--- src/rtl/mtba_pkg.sv ---
// shared constants, register codes and types of the multitone bin average generator
// no dependencies
`timescale 1ns / 1ps

package mtba_pkg;

    // sizing defaults
    localparam int MAX_TONES            = 5;
    localparam int TONE_COUNT_DEF       = 5;
    localparam int SINE_TABLE_DEPTH_DEF = 1024;
    localparam int OUT_FIFO_DEPTH       = 8;

    // configuration port
    localparam int CFG_IDX_W  = 3;
    localparam int CFG_DATA_W = 64;

    localparam logic [CFG_IDX_W-1:0] REG_TONE_A       = 3'd0;
    localparam logic [CFG_IDX_W-1:0] REG_TONE_B       = 3'd1;
    localparam logic [CFG_IDX_W-1:0] REG_TONE_C       = 3'd2;
    localparam logic [CFG_IDX_W-1:0] REG_TONE_D       = 3'd3;
    localparam logic [CFG_IDX_W-1:0] REG_TONE_E       = 3'd4;
    localparam logic [CFG_IDX_W-1:0] REG_SAMPLE_COUNT = 3'd5;

    localparam logic [31:0] SAMPLE_COUNT_RST = 32'd1024;

    // datapath widths
    localparam int PHASE_W     = 32;
    localparam int COEF_W      = 32;
    localparam int SINE_W      = 17;   // stored magnitude, Q0.17 without sign
    localparam int SSINE_W     = 18;   // signed sine
    localparam int DIFF_W      = 19;
    localparam int PROD_W      = COEF_W + DIFF_W;
    localparam int ROUND_SHIFT = 17;
    localparam int TERM_W      = PROD_W - ROUND_SHIFT;
    localparam int PART_W      = TERM_W + 1;
    localparam int SUM_W       = TERM_W + 2;
    localparam int OUT_W       = 32;

    // table generation: pi/2 in Q2.30 and full-scale sine
    localparam longint unsigned HPI_Q30  = 64'd1686629713;
    localparam longint unsigned SINE_MAX = 64'd131071;

    // rounding and saturation
    localparam logic signed [PROD_W-1:0] ROUND_BIAS = PROD_W'(65536);
    localparam logic signed [SUM_W-1:0]  SUM_MAX    = SUM_W'(64'sh7FFFFFFF);
    localparam logic signed [SUM_W-1:0]  SUM_MIN    = SUM_W'(-64'sh80000000);
    localparam logic signed [OUT_W-1:0]  OUT_MAX    = 32'sh7FFFFFFF;
    localparam logic signed [OUT_W-1:0]  OUT_MIN    = 32'sh80000000;

    // per-stage control that travels with a sample
    typedef struct packed {
        logic valid;
        logic last;
    } lane_ctl_t;

    // one finished output word
    typedef struct packed {
        logic signed [OUT_W-1:0] sample_value;
        logic                    frame_end;
        logic                    clipped;
    } out_word_t;

endpackage

--- src/rtl/mtba_out_fifo.sv ---
// small output queue that decouples the datapath from the output stall
// depends on mtba_pkg
`timescale 1ns / 1ps

module mtba_out_fifo #(
    parameter int DEPTH = mtba_pkg::OUT_FIFO_DEPTH
) (
    input  logic                 clk,
    input  logic                 rst_n,
    input  logic                 push,
    input  mtba_pkg::out_word_t  push_word,
    input  logic                 pop,
    output mtba_pkg::out_word_t  head_word,
    output logic                 head_valid
);

    localparam int PW = (DEPTH > 1) ? $clog2(DEPTH) : 1;
    localparam int CW = $clog2(DEPTH + 1);
    localparam logic [PW-1:0] LAST_SLOT = PW'(DEPTH - 1);

    mtba_pkg::out_word_t slot_reg [DEPTH];
    logic [PW-1:0] wr_ptr_reg;
    logic [PW-1:0] rd_ptr_reg;
    logic [CW-1:0] count_reg;
    logic [CW-1:0] count_next;

    // storage
    always_ff @(posedge clk)
    begin
        if (push)
        begin
            slot_reg[wr_ptr_reg] <= push_word;
        end
    end

    // occupancy
    always_comb
    begin
        count_next = count_reg;
        if (push && !pop)
        begin
            count_next = count_reg + CW'(1);
        end
        else if (pop && !push)
        begin
            count_next = count_reg - CW'(1);
        end
    end

    // pointers
    always_ff @(posedge clk or negedge rst_n)
    begin
        if (!rst_n)
        begin
            wr_ptr_reg <= '0;
            rd_ptr_reg <= '0;
            count_reg  <= '0;
        end
        else
        begin
            if (push)
            begin
                wr_ptr_reg <= (wr_ptr_reg == LAST_SLOT) ? '0 : wr_ptr_reg + PW'(1);
            end
            if (pop)
            begin
                rd_ptr_reg <= (rd_ptr_reg == LAST_SLOT) ? '0 : rd_ptr_reg + PW'(1);
            end
            count_reg <= count_next;
        end
    end

    assign head_word  = slot_reg[rd_ptr_reg];
    assign head_valid = (count_reg != '0);

endmodule

--- config.mk ---
export PLATFORM = sky130hd
export DESIGN_NAME = mtba_out_fifo
export DESIGN_NICKNAME = d
export VERILOG_FILES = /design/src/rtl/mtba_pkg.sv /design/src/rtl/mtba_out_fifo.sv
export SDC_FILE = /design/constraint.sdc
export NUM_CORES = 1
export LEC_CHECK = 0
export BUFFER_PORTS_ARGS = -buffer_cell sky130_fd_sc_hd__buf_2
export CAP_MARGIN = 20
export CORE_ASPECT_RATIO = 1.1
export CORE_MARGIN = 1
export CORE_UTILIZATION = 38
export CTS_CLUSTER_DIAMETER = 200
export CTS_CLUSTER_SIZE = 25
export DETAILED_ROUTE_END_ITERATION = 8
export PLACE_DENSITY = 0.54
export RECOVER_POWER = 50
export SLEW_MARGIN = 20
export SYNTH_ARGS = -nofsm -noshare
export SYNTH_HDL_FRONTEND = slang
export SYNTH_SLANG_ARGS = --single-unit
--- constraint.sdc ---
create_clock -name clk -period 8.4 [get_ports clk]
set_input_delay 2.1 -clock clk [delete_from_list [all_inputs] [get_ports clk]]
set_output_delay 2.1 -clock clk [all_outputs]
set_load 0.05 [all_outputs]
==> results of run 1 <==
[routing by layer]
metal	up-vias	routed length, µm
met5	-	28
met4	4	307
met3	25	767
met2	69	10400
met1	2507	9170
li1	2135	-
[cells by family after synthesis]
logic type               after synthesis
AO/OA/AOI/OAI                          7
adder cells (fa/ha/maj)                8
flip-flops                           282
XOR/XNOR                               2
AND/OR/NAND/NOR                       25
buffers and inverters                 24
multiplexers                         109
[stage by stage]
step / cell area, µm² / instances / total power, mW
2_1_floorplan: 11100 / 457 / 3.17
3_3_place_gp: 11900 / 887 / 3.56
3_5_place_dp: 11900 / 887 / 3.58
4_1_cts: 12300 / 907 / 4.34
5_1_grt: 12300 / 907 / 4.46
6_report: 12300 / 907 / 4.26
[final timing paths]
check,cells past startpoint,slack (ns),end
min reg2reg,2,0.54,count_reg[2]
min in group asynchronous,1,1.56,rd_ptr_reg[2]
max reg2reg,3,5.76,slot_reg[6][8]
max in group asynchronous,1,6.43,rd_ptr_reg[0]
min,2,0.54,count_reg[2]
max,4,3.18,head_word[19]
[worst max-delay path: cells and delay by family, from the launching register on]
family	cells	cell delay (ns)
buffers and inverters	2	0.99
DFF	1	0.64
muxes	2	0.96
[Yosys cell counts (3+ instances only)]
| library cell | count | area [µm²] |
|---|---|---|
| dfrtp_1 | 10 | 250 |
| nand2b_1 | 3 | 18.8 |
| inv_1 | 3 | 11.3 |
| clkbuf_1 | 10 | 37.5 |
| nand2_1 | 4 | 15.0 |
| mux4_1 | 67 | 1760 |
| buf_6 | 8 | 90.1 |
| nor3_1 | 3 | 15.0 |
| nor2_1 | 8 | 30.0 |
| edfxtp_1 | 272 | 8170 |
| ha_1 | 7 | 87.6 |
| mux2_2 | 40 | 450 |
[power groups by stage]
stage	logic, mW	registers, mW	clock network, mW
final	1.65	1.85	0.760
after CTS	1.70	1.85	0.785
after detailed placement	1.70	1.89	0
after global placement	1.68	1.87	0
after floorplan	1.32	1.85	0
after global routing	1.76	1.87	0.830
[layout make-up]
class	count	area, µm²	area share (%)
tap	368	460	3.75
inverter	3	11.3	0.0917
clock inverter	1	20.0	0.163
clock buffer	19	390	3.18
multi-input combinational	151	2580	21.0
sequential	282	8420	68.6
timing repair buffer	83	397	3.23
[layout by cell type (no fill, tap or decap)]
cell type  synthesis  routed
mux4_2             1       1
clkbuf_1          10      41
buf_2              2      35
dfrtp_1           10       7
mux2_2            40      40
nand3b_1           2       2
dfrtp_2            0       2
a2111o_1           1       1
nor2_4             0       4
o211ai_1           2       2
fa_1               1       1
dfrtp_4            0       1
nand3_1            2       2
clkbuf_16          0      15
mux2i_1            1       1
nor2_1             8       4
buf_4              0      11
ha_1               7       7
nand2_1            4       4
or3_1              1       1
inv_1              3       3
a21oi_1            2       2
xnor2_1            2       2
nor3_2             0       2
mux4_1            67      67
or4_1              2       2
o21ai_0            2       2
nand2b_1           3       3
inv_16             0       1
nor3_1             3       1
edfxtp_1         272     272
==> results.sh, run 1 <==
export IMPL_cts_setup_buffers=0
export IMPL_synth_cell_type_count=26
export IMPL_cp_max_fo=52
export IMPL_fin_tns_setup_ns=0
export IMPL_cts_hold_buf=0
export IMPL_maxSlewViolCount=0
export IMPL_finalCritPeriodShare_pct=62.2
export IMPL_p_leak_nw=4.00
export IMPL_cp_arrival_ns=3.12
export IMPL_critPathLaunch="rd_ptr_reg[0]"
export IMPL_clock_latency_ns=0.49
export IMPL_seq_power_share_pct=43.4
export IMPL_crit_chain="buf_4 -> mux4_1 -> mux2_2 -> buf_2"
export IMPL_setup_ws_ns=3.18
export IMPL_fmax_ghz=0.191
export IMPL_setup_viol=0
export IMPL_pwr_share_clk_pct=17.9
export IMPL_synth_simple_area_share_pct=1.13
export IMPL_drt_antenna_violating_nets=0
export IMPL_grtUsageMet3_pct=2.41
export IMPL_holdWs_ns=0.542
export IMPL_grt_use_met1_pct=19.5
export IMPL_cts_repair_resized=0
export IMPL_syn_area_per_cell_um2=24.3
export IMPL_track_usage_pct=14.3
export IMPL_start_util_pct=38.7
export IMPL_routed_via_density=5.23
export IMPL_crit_path_max_incr_delay_ns=0.77
export IMPL_p_sw_share_pct=36.8
export IMPL_skew_ns=0.0267
export IMPL_drive_gt1_share_pct=20.8
export IMPL_powerDensity_nw_per_um2=347
export IMPL_pwr_share_comb_pct=38.7
export IMPL_path_class="flip-flop to primary output"
export IMPL_postLayoutCoreUtil_pct=42.8
export IMPL_min_delay_start="count_reg[2]"
export IMPL_cts_inserted_buffers=15
export IMPL_num_fill_cells=2454
export IMPL_core_area_um2=28700
export IMPL_async_flop_share_pct=3.55
export IMPL_ys_seq_area_share_pct=75.8
export IMPL_synth_compound_area_share_pct=0.417
export IMPL_internal_power_mw=2.69
export IMPL_gp_congestion=0.694
export IMPL_ir_worst_vdd_uv=278
export IMPL_largest_register_ffs=272
export IMPL_path_clk_slew_ns=0.10
export IMPL_syn_inst=457
export IMPL_clk_path_buf_depth=3
export IMPL_htreeDepth=1
export IMPL_fin_crit_ns=5.22
export IMPL_synthAdderAreaFrac_pct=0.968
export IMPL_worstMarginPinSlew_ns=1.33
export IMPL_area_delta_synth_final_pct=10.6
export IMPL_use_met2_pct=24.1
export IMPL_muxShareOfSynthArea_pct=20.2
export IMPL_cts_tree="yes"
export IMPL_rsz0062_at_grt="false"
export IMPL_wl_per_cell_um=22.8
export IMPL_syn_nets=503
export IMPL_antenna_found_initial=2
export IMPL_r2r_start="wr_ptr_reg[0]"
export IMPL_hp_class="flip-flop to flip-flop"
export IMPL_num_rows=65
export IMPL_dp_slack_ns=3.64
export IMPL_die_area_um2=29900
export IMPL_die_x_um=165
export IMPL_syn_cell_area_um2=11100
export IMPL_hpwl_mm=10.7
export IMPL_maxCapViolCount=0
export IMPL_status="complete, no violations"
export IMPL_required_ns=6.30
export IMPL_crit_path_end_kind="primary output"
export IMPL_grt_first_pass_wirelength_mm=31.5
export IMPL_p_sw_mw=1.57
export IMPL_grt_max_degree=71
export IMPL_drtPass1Iterations=4
export IMPL_overflow=0
export IMPL_cts_sinks=282
export IMPL_start_kind="flip-flop"
export IMPL_num_vias=4740
export IMPL_slowest_stage="buf_4"
export IMPL_synth_top_family_by_area="multiplexers"
export IMPL_synth_edf_count=272
export IMPL_antenna_cells=0
export IMPL_grt_pass1_vias=5124
export IMPL_synthFlopType="edfxtp_1"
export IMPL_synth_xor_area_share_pct=0.158
export IMPL_yosys_warnings=0
export IMPL_relSlewSlack_pct=11.2
export IMPL_die_y_um=181
export IMPL_hold_viol=0
export IMPL_port_buffers=72
export IMPL_drtIter0Drc=246
export IMPL_ios=73
export IMPL_cts_root_buf="clkbuf_16"
export IMPL_grt_busiest_layer="met2"
export IMPL_ys_seq_elements=282
export IMPL_wl_mm=20.6
export IMPL_nets=582
export IMPL_drcViolationCount=0
No activity file was read; power rests on OpenSTA's default activity.
==> inputs of run 2 (changes only) <==
PLACE_DENSITY = 0.56   (was 0.54)
clock period = 4.25 ns   (was 8.4 ns; I/O delays follow)
==> results.sh, run 2 (same netlist as run 1, synthesis figures left out) <==
export IMPL_hold_viol=0
export IMPL_powerDensity_nw_per_um2=687
export IMPL_gp_congestion=0.718
export IMPL_fin_tns_setup_ns=0
export IMPL_path_class="flip-flop to primary output"
export IMPL_htreeDepth=1
export IMPL_drt_antenna_violating_nets=0
export IMPL_cts_root_buf="clkbuf_16"
export IMPL_drtIter0Drc=304
export IMPL_num_fill_cells=2467
export IMPL_hpwl_mm=11.7
export IMPL_cts_inserted_buffers=15
export IMPL_cp_arrival_ns=2.68
export IMPL_die_area_um2=29900
export IMPL_status="finished, violations left"
export IMPL_seqCellArea_um2=8420
export IMPL_core_area_um2=28700
export IMPL_crit_cells=4
export IMPL_overflow=0
export IMPL_finalCritPeriodShare_pct=88.1
export IMPL_fin_crit_ns=3.74
export IMPL_final_common_cell="edfxtp_1"
export IMPL_track_usage_pct=14.5
export IMPL_ios=73
export IMPL_antenna_cells=0
export IMPL_port_buffers=72
export IMPL_die_y_um=181
export IMPL_fmax_ghz=0.267
export IMPL_start_kind="flip-flop"
export IMPL_slowest_stage="dfrtp_4"
export IMPL_placed_cell_area_um2=12000
export IMPL_grt_pass1_vias=5188
export IMPL_num_rows=65
export IMPL_wl_per_cell_um=23.2
export IMPL_r2r_worst_path_cells=3
export IMPL_crit_chain="buf_4 -> mux4_1 -> mux2_2 -> buf_2"
export IMPL_r2r_start="wr_ptr_reg[1]"
export IMPL_rsz0062_at_grt="false"
export IMPL_required_ns=3.19
export IMPL_ir_worst_vdd_uv=581
export IMPL_drtPass1Iterations=4
export IMPL_grt_first_pass_wirelength_mm=31.5
export IMPL_cts_tree="yes"
export IMPL_cts_hold_buf=0
export IMPL_cp_num_buf_inv=2
export IMPL_timing_rr_end="slot_reg[7][12]"
export IMPL_largest_register_ffs=272
export IMPL_start_util_pct=38.7
export IMPL_violations="max-capacitance violations, max-slew violations"
export IMPL_cts_repair_resized=0
export IMPL_p_leak_nw=4.03
export IMPL_setup_viol=0
export IMPL_hp_class="input pin to asynchronous set/reset pin"
export IMPL_maxSlewViolCount=35
export IMPL_drcViolationCount=0
export IMPL_path_clk_slew_ns=0.10
export IMPL_cts_sinks=282
export IMPL_crit_path_max_incr_delay_ns=0.74
export IMPL_critPathLaunch="rd_ptr_reg[0]"
export IMPL_crit_path_end_kind="primary output"
export IMPL_endpoint="head_word[8]"
export IMPL_grt_max_degree=60
export IMPL_num_vias=4786
export IMPL_routed_via_density=5.25
export IMPL_clock_latency_ns=0.50
export IMPL_critPathTopFamily="multiplexers"
export IMPL_final_area_um2=12400
export IMPL_maxCapViolCount=1
export IMPL_wl_mm=21.2
export IMPL_most_common_layout_cells="272 x edfxtp_1, 67 x mux4_1, 42 x clkbuf_1"
export IMPL_drive_gt1_share_pct=21.5
export IMPL_cts_setup_buffers=0
export IMPL_antenna_found_initial=0
export IMPL_nets=586
export IMPL_worstMarginPinSlew_ns=2.54
export IMPL_die_x_um=165
export IMPL_rrSetupSlack_ns=1.23
export IMPL_cp_max_fo=26
export IMPL_relSlewSlack_pct=-69.5
export IMPL_area_delta_synth_final_pct=11.2
export IMPL_multiInputGateArea_um2=2590
export IMPL_clk_path_buf_depth=3
export IMPL_skew_ns=0.0220
-- run 2: final cells by class --
cell class	instances	share of cell area (%)
sequential	282	68.2
multi-input combinational	151	21.0
tap	368	3.73
timing repair buffer	87	3.63
clock buffer	19	3.16
clock inverter	2	0.233
inverter	3	0.0912
-- run 2: metal layers --
metal	track usage [%]	up-vias	share of wire [%]	routed length (µm)
met1	18.0	2537	42	8870
met3	2.39	19	3.8	801
met4	2.72	0	1.4	287
met5	0	-	0	0
met2	26.3	83	53	11200
li1	-	2147	-	-
-- run 2: how the worst min path moves through the flow --
stage                     slack, ns            to  cells past startpoint          from
after CTS                      0.42  count_reg[2]                      1         rst_n
after floorplan                0.47  count_reg[2]                      2  count_reg[2]
after global placement         0.50  count_reg[2]                      2  count_reg[2]
after global routing           0.59  count_reg[2]                      1         rst_n
final                          0.54  count_reg[2]                      1         rst_n
after detailed placement       0.51  count_reg[2]                      2  count_reg[2]
-- run 2: where the power goes --
group,internal (mW),total (mW),switching [mW]
clock network,0.669,1.51,0.838
registers,3.50,3.77,0.267
logic,1.19,3.21,2.02
-- run 2: metrics by stage --
stage | worst slack, ns | total power, mW | cells | utilization (%) | hold slack [ns]
finish | 0.506 | 8.49 | 912 | 43.0 | 0.544
global placement | 1.02 | 7.04 | 891 | 41.8 | 0.497
CTS | 0.465 | 8.63 | 912 | 43.2 | 0.423
floorplan | 0.285 | 6.26 | 457 | - | 0.469
detailed placement | 1.00 | 7.13 | 891 | 41.8 | 0.514
global route | 0.394 | 8.88 | 912 | 43.0 | 0.593
